## src/sitrt_pkg.sv

```systemverilog
package sitrt_pkg;

    // Field and register widths
    localparam int VALUE_W     = 32;
    localparam int MAG_W       = 32;
    localparam int SYM_W       = 8;
    localparam int RADIX_W     = 6;
    localparam int CFG_IDX_W   = 3;
    localparam int CFG_DATA_W  = 64;

    // Alphabet layout: four words of eight symbols
    localparam int ALPHA_WORDS = 4;
    localparam int ALPHA_SYMS  = 32;
    localparam int SYM_IDX_W   = 5;

    localparam int DEFAULT_MAX_RADIX = 32;

    // Digit stack: a 32-bit magnitude has at most 32 digits (radix 2)
    localparam int MAX_DIGITS  = 32;
    localparam int DIGIT_IDX_W = 5;
    localparam int DIGIT_CNT_W = 6;

    // Long division: quotient bits resolved per cycle, division steps per digit
    localparam int BITS_PER_STEP = 8;
    localparam int DIV_STEPS     = MAG_W / BITS_PER_STEP;
    localparam int STEP_W        = $clog2(DIV_STEPS);

    localparam int QUEUE_DEPTH = 2;

    // Special symbols
    localparam logic [SYM_W-1:0] MINUS_SYM = 8'h2D;
    localparam logic [SYM_W-1:0] PLUS_SYM  = 8'h2B;
    localparam logic [SYM_W-1:0] NUL_SYM   = 8'h00;

    // Reset values of the configuration registers
    localparam logic [RADIX_W-1:0]    RADIX_RESET   = 6'd10;
    localparam logic [CFG_DATA_W-1:0] ALPHA_RESET_0 = 64'h3736353433323130;
    localparam logic [CFG_DATA_W-1:0] ALPHA_RESET_1 = 64'h0000000000003938;
    localparam logic [CFG_DATA_W-1:0] ALPHA_RESET_2 = 64'h0;
    localparam logic [CFG_DATA_W-1:0] ALPHA_RESET_3 = 64'h0;

    typedef enum logic [CFG_IDX_W-1:0] {
        CFG_RADIX   = 3'd0,
        CFG_ALPHA_0 = 3'd1,
        CFG_ALPHA_1 = 3'd2,
        CFG_ALPHA_2 = 3'd3,
        CFG_ALPHA_3 = 3'd4
    } t_cfg_idx;

    typedef logic [SYM_IDX_W-1:0] t_sym_idx;

    // Symbol k sits at bits 8k+7:8k, word 0 in the low bits
    typedef logic [ALPHA_SYMS-1:0][SYM_W-1:0] t_alpha;

    // Classified item handed from the front to the back
    typedef struct packed {
        logic             neg;
        logic [MAG_W-1:0] mag;
    } t_item;

endpackage

```

## src/sitrt_front.sv

```systemverilog
module sitrt_front
    import sitrt_pkg::*;
#(
    parameter int MAX_RADIX = DEFAULT_MAX_RADIX
) (
    input  logic               i_clk,
    input  logic               i_rst_n,
    input  logic               i_start,
    input  logic [VALUE_W-1:0] i_value,
    output logic               o_busy,
    input  logic [RADIX_W-1:0] i_radix,
    input  t_alpha             i_alpha,
    output logic               o_push,
    output t_item              o_item,
    input  logic               i_full
);

    localparam int DW = $clog2(MAX_RADIX);

    typedef enum logic [1:0] {
        F_IDLE,
        F_CHECK,
        F_PUSH
    } t_fstate;

    t_fstate         r_state, n_state;
    logic [DW-1:0]   r_idx, n_idx;
    t_item           r_item, n_item;

    logic             radix_ok;
    logic [SYM_W-1:0] sym;
    logic             sym_bad;
    logic             idx_last;

    assign radix_ok = (i_radix >= RADIX_W'(2)) && (i_radix <= RADIX_W'(MAX_RADIX));

    // Check symbol idx against the reserved bytes and every later symbol in use
    always_comb begin
        sym     = i_alpha[t_sym_idx'(r_idx)];
        sym_bad = (sym == NUL_SYM) || (sym == PLUS_SYM) || (sym == MINUS_SYM);
        for (int j = 0; j < MAX_RADIX; j++) begin
            if ((DW'(j) > r_idx) && (RADIX_W'(j) < i_radix) && (i_alpha[j] == sym)) begin
                sym_bad = 1'b1;
            end
        end
    end

    assign idx_last = (RADIX_W'(r_idx) == (i_radix - RADIX_W'(1)));

    always_comb begin
        n_state = r_state;
        n_idx   = r_idx;
        n_item  = r_item;
        case (r_state)
            F_IDLE: begin
                // Take the value; drop it at once if the radix is out of range
                if (i_start) begin
                    n_item.neg = i_value[VALUE_W-1];
                    n_item.mag = i_value[VALUE_W-1] ? (MAG_W'(0) - i_value) : i_value;
                    n_idx      = '0;
                    if (radix_ok) begin
                        n_state = F_CHECK;
                    end
                end
            end
            F_CHECK: begin
                if (sym_bad) begin
                    n_state = F_IDLE;
                end else if (idx_last) begin
                    n_state = F_PUSH;
                end else begin
                    n_idx = r_idx + DW'(1);
                end
            end
            F_PUSH: begin
                if (!i_full) begin
                    n_state = F_IDLE;
                end
            end
            default: n_state = F_IDLE;
        endcase
    end

    // Hold state and the classified item
    always_ff @(posedge i_clk) begin
        if (!i_rst_n) begin
            r_state <= F_IDLE;
            r_idx   <= '0;
        end else begin
            r_state <= n_state;
            r_idx   <= n_idx;
        end
        r_item <= n_item;
    end

    assign o_busy = (r_state != F_IDLE) || !i_rst_n;
    assign o_push = (r_state == F_PUSH) && !i_full;
    assign o_item = r_item;

endmodule

```

## src/sitrt_fifo.sv

```systemverilog
module sitrt_fifo
    import sitrt_pkg::*;
(
    input  logic  i_clk,
    input  logic  i_rst_n,
    input  logic  i_push,
    input  t_item i_item,
    output logic  o_full,
    input  logic  i_pop,
    output logic  o_empty,
    output t_item o_item
);

    localparam int AW = $clog2(QUEUE_DEPTH);

    t_item         r_mem [QUEUE_DEPTH];
    logic [AW-1:0] r_wr_ptr;
    logic [AW-1:0] r_rd_ptr;
    logic [AW:0]   r_count;

    logic do_push;
    logic do_pop;

    assign o_full  = (r_count == (AW+1)'(QUEUE_DEPTH));
    assign o_empty = (r_count == '0);
    assign do_push = i_push && !o_full;
    assign do_pop  = i_pop && !o_empty;
    assign o_item  = r_mem[r_rd_ptr];

    // Advance pointers and count
    always_ff @(posedge i_clk) begin
        if (!i_rst_n) begin
            r_wr_ptr <= '0;
            r_rd_ptr <= '0;
            r_count  <= '0;
        end else begin
            if (do_push) begin
                r_wr_ptr <= (r_wr_ptr == AW'(QUEUE_DEPTH - 1)) ? '0 : r_wr_ptr + AW'(1);
            end
            if (do_pop) begin
                r_rd_ptr <= (r_rd_ptr == AW'(QUEUE_DEPTH - 1)) ? '0 : r_rd_ptr + AW'(1);
            end
            case ({do_push, do_pop})
                2'b10:   r_count <= r_count + (AW+1)'(1);
                2'b01:   r_count <= r_count - (AW+1)'(1);
                default: r_count <= r_count;
            endcase
        end
    end

    // Store entries
    always_ff @(posedge i_clk) begin
        if (do_push) begin
            r_mem[r_wr_ptr] <= i_item;
        end
    end

endmodule

```

## src/sitrt_back.sv

```systemverilog
module sitrt_back
    import sitrt_pkg::*;
#(
    parameter int MAX_RADIX = DEFAULT_MAX_RADIX
) (
    input  logic               i_clk,
    input  logic               i_rst_n,
    input  logic               i_empty,
    input  t_item              i_item,
    output logic               o_pop,
    input  logic [RADIX_W-1:0] i_radix,
    input  t_alpha             i_alpha,
    output logic               o_strobe,
    output logic [SYM_W-1:0]   o_symbol,
    output logic               o_last
);

    localparam int DW = $clog2(MAX_RADIX);

    typedef enum logic [1:0] {
        B_IDLE,
        B_DIV,
        B_SIGN,
        B_EMIT
    } t_bstate;

    t_bstate                  r_state, n_state;
    logic [MAG_W-1:0]         r_quot, n_quot;
    logic [DW-1:0]            r_rem, n_rem;
    logic [STEP_W-1:0]        r_step, n_step;
    logic [DIGIT_CNT_W-1:0]   r_nd, n_nd;
    logic                     r_neg, n_neg;
    logic [DW-1:0]            r_digits [MAX_DIGITS];
    logic                     r_strobe, n_strobe;
    logic [SYM_W-1:0]         r_symbol, n_symbol;
    logic                     r_last, n_last;

    logic [DW:0]              rdx;
    logic [DW-1:0]            rem_w;
    logic [DW:0]              sh;
    logic [BITS_PER_STEP-1:0] qbits;
    logic [MAG_W-1:0]         quot_next;
    logic                     digit_wr;
    logic [DIGIT_IDX_W-1:0]   rd_idx;

    // Radix fits DW+1 bits once the front has accepted the item
    assign rdx = (DW+1)'(i_radix);

    // Resolve the next eight quotient bits by restoring division
    always_comb begin
        rem_w = r_rem;
        qbits = '0;
        sh    = '0;
        for (int b = BITS_PER_STEP - 1; b >= 0; b--) begin
            sh = {rem_w, r_quot[MAG_W - BITS_PER_STEP + b]};
            if (sh >= rdx) begin
                sh       = sh - rdx;
                qbits[b] = 1'b1;
            end
            rem_w = sh[DW-1:0];
        end
        quot_next = {r_quot[MAG_W-BITS_PER_STEP-1:0], qbits};
    end

    assign rd_idx = r_nd[DIGIT_IDX_W-1:0] - DIGIT_IDX_W'(1);
    assign o_pop  = (r_state == B_IDLE) && !i_empty;

    always_comb begin
        n_state  = r_state;
        n_quot   = r_quot;
        n_rem    = r_rem;
        n_step   = r_step;
        n_nd     = r_nd;
        n_neg    = r_neg;
        n_strobe = 1'b0;
        n_symbol = r_symbol;
        n_last   = 1'b0;
        digit_wr = 1'b0;
        case (r_state)
            B_IDLE: begin
                if (!i_empty) begin
                    n_quot  = i_item.mag;
                    n_neg   = i_item.neg;
                    n_rem   = '0;
                    n_step  = '0;
                    n_nd    = '0;
                    n_state = B_DIV;
                end
            end
            B_DIV: begin
                n_quot = quot_next;
                n_rem  = rem_w;
                n_step = r_step + STEP_W'(1);
                if (r_step == STEP_W'(DIV_STEPS - 1)) begin
                    // Digit done: push it and decide whether more follow
                    digit_wr = 1'b1;
                    n_nd     = r_nd + DIGIT_CNT_W'(1);
                    n_rem    = '0;
                    if (quot_next == '0) begin
                        n_state = r_neg ? B_SIGN : B_EMIT;
                    end
                end
            end
            B_SIGN: begin
                n_strobe = 1'b1;
                n_symbol = MINUS_SYM;
                n_state  = B_EMIT;
            end
            B_EMIT: begin
                // Pop digits most significant first
                n_strobe = 1'b1;
                n_symbol = i_alpha[t_sym_idx'(r_digits[rd_idx])];
                n_last   = (r_nd == DIGIT_CNT_W'(1));
                n_nd     = r_nd - DIGIT_CNT_W'(1);
                if (r_nd == DIGIT_CNT_W'(1)) begin
                    n_state = B_IDLE;
                end
            end
            default: n_state = B_IDLE;
        endcase
    end

    // Hold state, datapath and registered outputs
    always_ff @(posedge i_clk) begin
        if (!i_rst_n) begin
            r_state  <= B_IDLE;
            r_step   <= '0;
            r_nd     <= '0;
            r_strobe <= 1'b0;
            r_last   <= 1'b0;
        end else begin
            r_state  <= n_state;
            r_step   <= n_step;
            r_nd     <= n_nd;
            r_strobe <= n_strobe;
            r_last   <= n_last;
        end
        r_quot   <= n_quot;
        r_rem    <= n_rem;
        r_neg    <= n_neg;
        r_symbol <= n_symbol;
        if (digit_wr) begin
            r_digits[r_nd[DIGIT_IDX_W-1:0]] <= rem_w;
        end
    end

    assign o_strobe = r_strobe;
    assign o_symbol = r_symbol;
    assign o_last   = r_last;

endmodule

```

## src/signed_integer_to_radix_text_top.sv

```systemverilog
// Signed integer to text in a configurable radix.
//
// Input: pulse i_start with i_value while o_busy is low; the value is taken
// at that edge. Output: one symbol byte per o_strobe cycle on o_symbol, most
// significant digit first, preceded by '-' for a negative value; o_last marks
// the final byte. The receiver cannot stall: each byte is shown for one cycle.
// Configuration: i_cfg_we writes i_cfg_data to register i_cfg_index (0 radix,
// 1..4 alphabet words); write only while no conversion is pending.
//
// The front checks the alphabet one symbol per cycle and drops items with a
// bad radix or alphabet; o_busy is high during that check and until the item is
// queued. A two-entry queue decouples the front from the back, which finds each
// digit by long division (8 quotient bits per cycle), then emits the bytes back
// to back. The front can take a new value while the back still converts earlier
// ones, as long as the queue has room; the back's division loop sets the
// sustained pace.
// Reset restores radix 10 and the alphabet "0123456789" and empties the queue.
module signed_integer_to_radix_text_top
    import sitrt_pkg::*;
#(
    parameter int MAX_RADIX = DEFAULT_MAX_RADIX
) (
    input  logic                  i_clk,
    input  logic                  i_rst_n,
    input  logic                  i_start,
    input  logic [VALUE_W-1:0]    i_value,
    output logic                  o_busy,
    output logic                  o_strobe,
    output logic [SYM_W-1:0]      o_symbol,
    output logic                  o_last,
    input  logic                  i_cfg_we,
    input  logic [CFG_IDX_W-1:0]  i_cfg_index,
    input  logic [CFG_DATA_W-1:0] i_cfg_data
);

    logic [RADIX_W-1:0]    r_radix;
    logic [CFG_DATA_W-1:0] r_alpha_word [ALPHA_WORDS];
    t_alpha                alpha;

    logic  push;
    t_item push_item;
    logic  full;
    logic  pop;
    logic  empty;
    t_item pop_item;

    // Configuration registers
    always_ff @(posedge i_clk) begin
        if (!i_rst_n) begin
            r_radix         <= RADIX_RESET;
            r_alpha_word[0] <= ALPHA_RESET_0;
            r_alpha_word[1] <= ALPHA_RESET_1;
            r_alpha_word[2] <= ALPHA_RESET_2;
            r_alpha_word[3] <= ALPHA_RESET_3;
        end else if (i_cfg_we) begin
            case (t_cfg_idx'(i_cfg_index))
                CFG_RADIX:   r_radix         <= i_cfg_data[RADIX_W-1:0];
                CFG_ALPHA_0: r_alpha_word[0] <= i_cfg_data;
                CFG_ALPHA_1: r_alpha_word[1] <= i_cfg_data;
                CFG_ALPHA_2: r_alpha_word[2] <= i_cfg_data;
                CFG_ALPHA_3: r_alpha_word[3] <= i_cfg_data;
                default:     r_radix         <= r_radix;
            endcase
        end
    end

    assign alpha = {r_alpha_word[3], r_alpha_word[2], r_alpha_word[1], r_alpha_word[0]};

    sitrt_front #(
        .MAX_RADIX (MAX_RADIX)
    ) u_front (
        .i_clk   (i_clk),
        .i_rst_n (i_rst_n),
        .i_start (i_start),
        .i_value (i_value),
        .o_busy  (o_busy),
        .i_radix (r_radix),
        .i_alpha (alpha),
        .o_push  (push),
        .o_item  (push_item),
        .i_full  (full)
    );

    sitrt_fifo u_queue (
        .i_clk   (i_clk),
        .i_rst_n (i_rst_n),
        .i_push  (push),
        .i_item  (push_item),
        .o_full  (full),
        .i_pop   (pop),
        .o_empty (empty),
        .o_item  (pop_item)
    );

    sitrt_back #(
        .MAX_RADIX (MAX_RADIX)
    ) u_back (
        .i_clk    (i_clk),
        .i_rst_n  (i_rst_n),
        .i_empty  (empty),
        .i_item   (pop_item),
        .o_pop    (pop),
        .i_radix  (r_radix),
        .i_alpha  (alpha),
        .o_strobe (o_strobe),
        .o_symbol (o_symbol),
        .o_last   (o_last)
    );

endmodule

```

## config.mk

```make
export PLATFORM = sky130hd
export DESIGN_NAME = signed_integer_to_radix_text_top
export DESIGN_NICKNAME = d
export VERILOG_FILES = /design/src/sitrt_pkg.sv /design/src/sitrt_front.sv /design/src/sitrt_fifo.sv /design/src/sitrt_back.sv /design/src/signed_integer_to_radix_text_top.sv
export SDC_FILE = /design/constraint.sdc
export NUM_CORES = 1
export LEC_CHECK = 0
export BUFFER_PORTS_ARGS = -buffer_cell sky130_fd_sc_hd__buf_2
export CAP_MARGIN = 25
export CELL_PAD_IN_SITES_DETAIL_PLACEMENT = 0
export CELL_PAD_IN_SITES_GLOBAL_PLACEMENT = 1
export CORE_MARGIN = 2
export CORE_UTILIZATION = 30
export DETAILED_ROUTE_END_ITERATION = 6
export HOLD_SLACK_MARGIN = 0.05
export PLACE_DENSITY_LB_ADDON = 0.1
export SLEW_MARGIN = 20
export SYNTH_ARGS = -nofsm -noshare
export SYNTH_HDL_FRONTEND = slang
export SYNTH_SLANG_ARGS = --single-unit
```

## constraint.sdc

```tcl
create_clock -name i_clk -period 19.7 [get_ports i_clk]
set_clock_uncertainty 0.05 [all_clocks]
set_input_delay 0.985 -clock i_clk [delete_from_list [all_inputs] [get_ports i_clk]]
set_output_delay 0.985 -clock i_clk [all_outputs]
set_load 0.005 [all_outputs]
```

* After elaboration in Yosys (flattened, before gate mapping) *
Memories as Yosys holds them, arrays and structs flattened. A register that Yosys moved wholly into a read port is not among the register bits.
Index checks and enable logic that the tools add are counted.

operators by class
  $add $sub $neg = 19
  $lt $le $gt $ge = 76
  eq/ne operators = 59
  muxes and demuxes = 113
  bitwise gates (word level) = 5
  reductions and logical operators = 97

operator list
  operator                                            count
  == test 8 bit                                       32
  two-way mux 64 bit                                  4
  < comparator 5 x 6 -> 1 bit (first input constant)  16
  binary-select mux 8 bit (select 5 bit)              2
  > comparator 5 bit (first input constant)           16
  logical AND 1 bit                                   69
  two-way mux 1 bit                                   69
  two-way mux 5 bit                                   13
  one-hot mux 32 bit (2 select lines)                 1
  >= comparator 6 bit                                 8
  < comparator 4 x 6 -> 1 bit (first input constant)  8
  > comparator 4 x 5 -> 1 bit (first input constant)  8
  subtractor 5 bit                                    8
  logical NOT 32 bit                                  1
  two-way mux 32 bit                                  1
  subtractor 1 x 32 -> 32 bit (first input constant)  1
  two-way mux 31 bit                                  1
  < comparator 3 x 6 -> 1 bit (first input constant)  4
  > comparator 3 x 5 -> 1 bit (first input constant)  4
  two-way mux 2 bit                                   10
  one-hot mux 5 bit (2 select lines)                  2
  one-hot mux 6 bit (3 select lines)                  1
  == test 8 x 6 -> 1 bit (second input constant)      2
  two-way mux 8 bit                                   2
  other kinds (42)                                    86

word-level totals
  flip-flop bits (word level) = 108
  bits in writable memories = 482
  bits of input ports = 103
  output and inout bits = 11
  logic and storage cells = 390
  memories kept = 3

memories
  memory           words  width  read ports  clocked after memory_dff  wr ports  RTL line                                text
  r_alpha_word     4      64     4           0                         4         signed_integer_to_radix_text_top.sv:37  logic [CFG_DATA_W-1:0] r_alpha_word [ALPHA_WORDS];
  u_back.r_digits  32     5      1           0                         1         sitrt_back.sv:33                        logic [DW-1:0] r_digits [MAX_DIGITS];
  u_queue.r_mem    2      33     1           1                         1         sitrt_fifo.sv:16                        t_item r_mem [QUEUE_DEPTH];

* Longest topological paths before layout *
An unclocked memory read counts as a cell.

  depth after elaboration = 40
  depth in mapped cells = 72

* Hierarchy *
Synthesis repeated with hierarchy kept, for this count alone.

unflattened totals
  cell total of the unflattened synthesis = 2,917
  area, all modules = 34,534.4 µm²

modules (own cells, without submodules)
  module                            times used  cells each  area each (µm²)  seq. area each (µm²)
  sitrt_back                        1           1,159       13,751.9         6,426.2
  signed_integer_to_radix_text_top  1           672         9,935.8          7,807.5
  sitrt_front                       1           957         8,237.9          1,131.1
  sitrt_fifo                        1           129         2,608.8          2,082.0

* Least setup slack after synthesis *
No wires, ideal clock.

  path kind = register to register
  start point = register r_radix[1]
  end point = register u_back.r_rem[0] (data pin)
  library setup time = 0.160 ns
  data arrival time = 14.906 ns
  setup slack = 4.583 ns
  stages on the path, launching flop included = 62
  buffers on the path = 4
  clock period less this slack = 15.117 ns
  path through = dfxtp_1 clkbuf_1 inv_1 fa_1 a21o_1 a21oi_1 nand2_1 a21o_1 a21oi_1 mux2_2 ha_1 nor2b_1 o21ai_0 nand3b_1 a21o_1 a21o_1 clkbuf_1 o21ai_0 [26 not listed] o21ai_0 a21oi_1 mux2_2 ha_1 and3_1 a31oi_1 o21ai_0 a21oi_1 mux2_2 inv_1 ha_1 a21o_1 a21oi_1 nand2_1 a21o_1 a21oi_1 mux2i_1 nor3b_1

between the ends
  cells in the longest elaborated chain, start to end = 18
  elaborated cells on any way between the ends = 25
  classes of those cells = add/sub: 7; order compare: 8; mux: 10

RTL lines
  what                                                            RTL line                                text
  start: declaration                                              signed_integer_to_radix_text_top.sv:36  logic [RADIX_W-1:0] r_radix;
  start signal: assignment                                        signed_integer_to_radix_text_top.sv:57  CFG_RADIX: r_radix <= i_cfg_data[RADIX_W-1:0];
  start signal: assignment                                        signed_integer_to_radix_text_top.sv:62  default: r_radix <= r_radix;
  subtractor 5 bit / >= comparator 6 bit (equally long branches)  sitrt_back.sv:57, sitrt_back.sv:56
  two-way mux 5 bit                                               sitrt_back.sv:56                        if (sh >= rdx) begin
  subtractor 5 bit / >= comparator 6 bit (equally long branches)  sitrt_back.sv:57, sitrt_back.sv:56
  two-way mux 5 bit                                               sitrt_back.sv:56
  subtractor 5 bit / >= comparator 6 bit (equally long branches)  sitrt_back.sv:57, sitrt_back.sv:56
  two-way mux 5 bit                                               sitrt_back.sv:56
  subtractor 5 bit / >= comparator 6 bit (equally long branches)  sitrt_back.sv:57, sitrt_back.sv:56
  two-way mux 5 bit                                               sitrt_back.sv:56
  [3 not listed]                                                  --
  two-way mux 5 bit                                               sitrt_back.sv:56
  subtractor 5 bit / >= comparator 6 bit (equally long branches)  sitrt_back.sv:57, sitrt_back.sv:56
  two-way mux 5 bit                                               sitrt_back.sv:56
  >= comparator 6 bit (*)                                         sitrt_back.sv:56
  two-way mux 5 bit (*)                                           sitrt_back.sv:56
  named net u_back.sh[0]                                          sitrt_back.sv:40                        logic [DW:0] sh;
  two-way mux 5 bit (*)                                           sitrt_back.sv:94                        if (r_step == STEP_W'(DIV_STEPS - 1)) begin
  one-hot mux 5 bit (2 select lines) (*)                          sitrt_back.sv:79                        case (r_state)
  end signal: assignment                                          sitrt_back.sv:139                       r_rem <= n_rem;
  end: declaration                                                sitrt_back.sv:29                        logic [DW-1:0] r_rem, n_rem;

Mark *: on every way through the listed nets, which the timed path passes. The rest lies on a longest branch.
A chain may end at the register's enable or synchronous reset.

* Worst setup path after layout *
  start point = register r_radix[2]
  end point = register u_back.r_state[0]

between the ends
  cells in the longest elaborated chain, start to end = 19
  elaborated cells on any way between the ends = 33
  classes of those cells = add/sub: 7; order compare: 8; eq/ne: 1; mux: 15; reduce/logical: 2

RTL lines
  what                                                            RTL line                            text
  subtractor 5 bit / >= comparator 6 bit (equally long branches)  sitrt_back.sv:57, sitrt_back.sv:56
  two-way mux 5 bit                                               sitrt_back.sv:56
  subtractor 5 bit / >= comparator 6 bit (equally long branches)  sitrt_back.sv:57, sitrt_back.sv:56
  two-way mux 5 bit                                               sitrt_back.sv:56
  subtractor 5 bit / >= comparator 6 bit (equally long branches)  sitrt_back.sv:57, sitrt_back.sv:56
  two-way mux 5 bit                                               sitrt_back.sv:56
  >= comparator 6 bit / subtractor 5 bit (equally long branches)  sitrt_back.sv:56, sitrt_back.sv:57
  two-way mux 5 bit                                               sitrt_back.sv:56
  [3 not listed]                                                  --
  two-way mux 5 bit                                               sitrt_back.sv:56
  subtractor 5 bit / >= comparator 6 bit (equally long branches)  sitrt_back.sv:57, sitrt_back.sv:56
  two-way mux 5 bit                                               sitrt_back.sv:56
  >= comparator 6 bit                                             sitrt_back.sv:56
  two-way mux 1 bit                                               sitrt_back.sv:56
  logical NOT 32 bit (*)                                          sitrt_back.sv:99                    if (quot_next == '0) begin
  != test 2 x 1 -> 1 bit (no source line) (*)                     --
  AND reduction 4 bit (no source line) (*)                        --
  end signal: assignment                                          sitrt_back.sv:132                   r_state <= n_state;
  end: declaration                                                sitrt_back.sv:27                    t_bstate r_state, n_state;

Every way passes the cells marked *; elsewhere a longest branch is shown, timed or not.

==> results.cfg <==
[status]
outcome = finished, final reports clean

[critical_path]
critical_path.startpoint_type = register
cpPeakStageDelay_ns = 0.86
crit_slowest_cell = dfxtp_1
critPathMaxFanout = 25
worstPathRequired_ns = 20.22
critPathCaptureType = register
critPathLaunch = r_radix[2]$_SDFFE_PN0P_
worstSetupPathType = reg2reg
r2r_setup_slack_ns = 3.08
path_common_cell = a21o_1
r2r_start = r_radix[2]$_SDFFE_PN0P_
arrival_ns = 17.14

[placed_design]
hpwl_um = 88100
gp_congestion = 0.991
port_buffers = 113
placed_area_um2 = 35700

[cts]
cts_setup_buffers = 0
h-tree-depth = 3
clk_pin_slew_worst_paths_ns = 0.06
cts_max_path_buffers = 3
post_cts_resize_count = 0
cts_buffers = 73
cts_sinks = 591
cts_tree = done
cts-hold-fix-buffers = 0
cts-root-buf = clkbuf_16
clk_latency_ns = 0.67

[synth]
synth_xor_area_share_pct = 8.02
ys_types = 66
yosys_warnings = 0
synth_fa_ha_area_share_pct = 3.06
synth-edff-count = 561
synthMuxAreaShare_pct = 14.7
synth-main-ff-cell = edfxtp_1
synth_cells = 2610
synth_area_leader_cell = edfxtp_1
synth_top_area_share_pct = 50.4
synth_area_um2 = 33400
synth_nets = 2790
synthTopCellsByArea = edfxtp_1, mux4_2, xor2_1
avgSynthCellArea_um2 = 12.8
yosys_register_bits = 591
synth_top_family_by_area = multiplexers
synth-compound-area-share_pct = 7.15
ys_async_sr_fraction_pct = 0
yosysSeqAreaShare_pct = 52.2
synth-simple-area-share_pct = 11.9

[finish]
finalNetCount = 2869
final_common_cell = edfxtp_1
drive_gt1_share_pct = 18.2
postLayoutCellArea_um2 = 38100
syn2layout_area_growth_pct = 14.0
final_cell_mix = edfxtp_1, and2_1, xor2_1

[routing]
first_pass_iters = 5
wl_per_cell_um = 28.6
vias = 21900
vias_per_cell = 5.16
ant_nets = 0
drc = 0
finalWirelength_um = 121000
drtIter0Drc = 1755

[timing]
slew_viol_final = 0
fin_crit_ns = 16.62
rsz0062_at_grt = no
clock.fmax_mhz = 60.2
worst_slew_pin_slew_ns = 1.05
maxSlewHeadroom_pct = 29.8
fin_crit_sh_pct = 84.4
hold_viol = 0
setup_viol = 0
setup_tns_ns = 0

[hold_path]
hp-class = reg2reg
hp-start = u_front.o_item[19]$_DFFE_PP_

[global_routing]
grt_usage_pct = 21.3
grt_pass1_wl_um = 172000
grt_pass1_vias = 22500
grt-ovfl-total = 0
grt_max_degree = 78
antenna_found_initial = 8

[floorplan]
die_area_um2 = 114000
ios = 114
start_util_pct = 30.2
die_h_um = 338
core_um2 = 111000
die_x_um = 338
fp-row-count = 122

[flow_run]
cap_violations = 0
[sequential cells by signal, summed over array words and instances (netlist names), named ones only]
name / cells
r_alpha_word: 256
r_radix: 6
u_back.o_last: 1
u_back.o_strobe: 1
u_back.o_symbol: 8
u_back.r_digits: 160
u_back.r_nd: 6
u_back.r_neg: 1
u_back.r_quot: 32
u_back.r_rem: 5
u_back.r_state: 2
u_back.r_step: 2
u_front.o_item: 33
u_front.r_idx: 5
u_front.r_state: 2
u_queue.r_count: 2
u_queue.r_mem: 66
u_queue.r_rd_ptr: 1
u_queue.r_wr_ptr: 1
[routing by layer]
metal  track usage (%)  vias to the layer above  share of wire [%]
met1              28.2                    11200                 44
met5                 0                        -              0.035
met3              2.93                      156                4.1
met2              36.2                      564                 49
met4              6.35                        6                3.1
li1                  -                     9948                  -
[worst paths after layout]
check | cells after the start | to
hold reg to reg | 0 | u_queue.r_mem[1][19]$_DFFE_PP_
setup / recovery | 60 | u_back.r_state[0]$_SDFFE_PN0P_
hold / removal | 0 | u_queue.r_mem[1][19]$_DFFE_PP_
setup reg to reg | 60 | u_back.r_state[0]$_SDFFE_PN0P_
[stage by stage]
step           setup slack, ns  utilization (%)  instances  hold WS (ns)
2_1_floorplan             4.58                -       2610         0.371
3_3_place_gp              3.32             32.2       4098         0.379
3_5_place_dp              2.98             32.2       4100         0.381
4_1_cts                   2.91             34.4       4233         0.394
5_1_grt                   1.69             34.4       4235         0.411
6_report                  3.08             34.4       4239         0.390
[critical path: cells and delay by family, from the launching register on]
kind	cells	cell delay [ns]
multiplexers	5	1.99
AO/OA/AOI/OAI	34	8.97
flip-flops	1	0.86
adder cells (fa/ha/maj)	8	2.68
AND/OR/NAND/NOR	11	1.36
buffers and inverters	2	0.60
[final cells by class]
cell class	instances	area, um^2
fill	10900	72600
sequential	591	17500
multi-input combinational	1803	15200
tap	1488	1860
clock buffer	82	1860
timing repair buffer	169	1030
clock inverter	51	529
inverter	51	191
antenna	4	10.0
[cells in the mapped netlist, drive strengths merged, types with 3 or more instances]
cell     count
inv         49
o22ai        6
xor2       203
o2111ai      9
buf         81
nor2b       50
o41ai        4
nor3        25
nor4        29
nand4       45
and2       227
nand2b      35
dfxtp       30
nand3b      11
o211ai      30
or3         19
mux4       130
or2          7
nor2       100
a22oi        3
a221oi       3
nand2      115
a21o        22
ha          69
or4          5
o31ai       10
a211oi      65
and3         6
a32oi        3
and3b        7
xnor2      103
a21oi       95
fa           8
clkbuf      84
nand3       38
mux2        50
edfxtp     561
a31oi        8
o21ai      108
mux2i      133
[cell families (layout without fill, tap and decap cells)]
logic type               after synthesis  count (layout)
adder cells (fa/ha/maj)               77              77
multiplexers                         313             313
buffers and inverters                216             353
flip-flops                           591             591
other                                  0               4
AO/OA/AOI/OAI                        382             382
AND/OR/NAND/NOR                      725             725
XOR/XNOR                             306             306
Power is left out: the tool's default activity adds up to more than one toggle a clock period on the data nets, which glitch-free logic cannot reach.
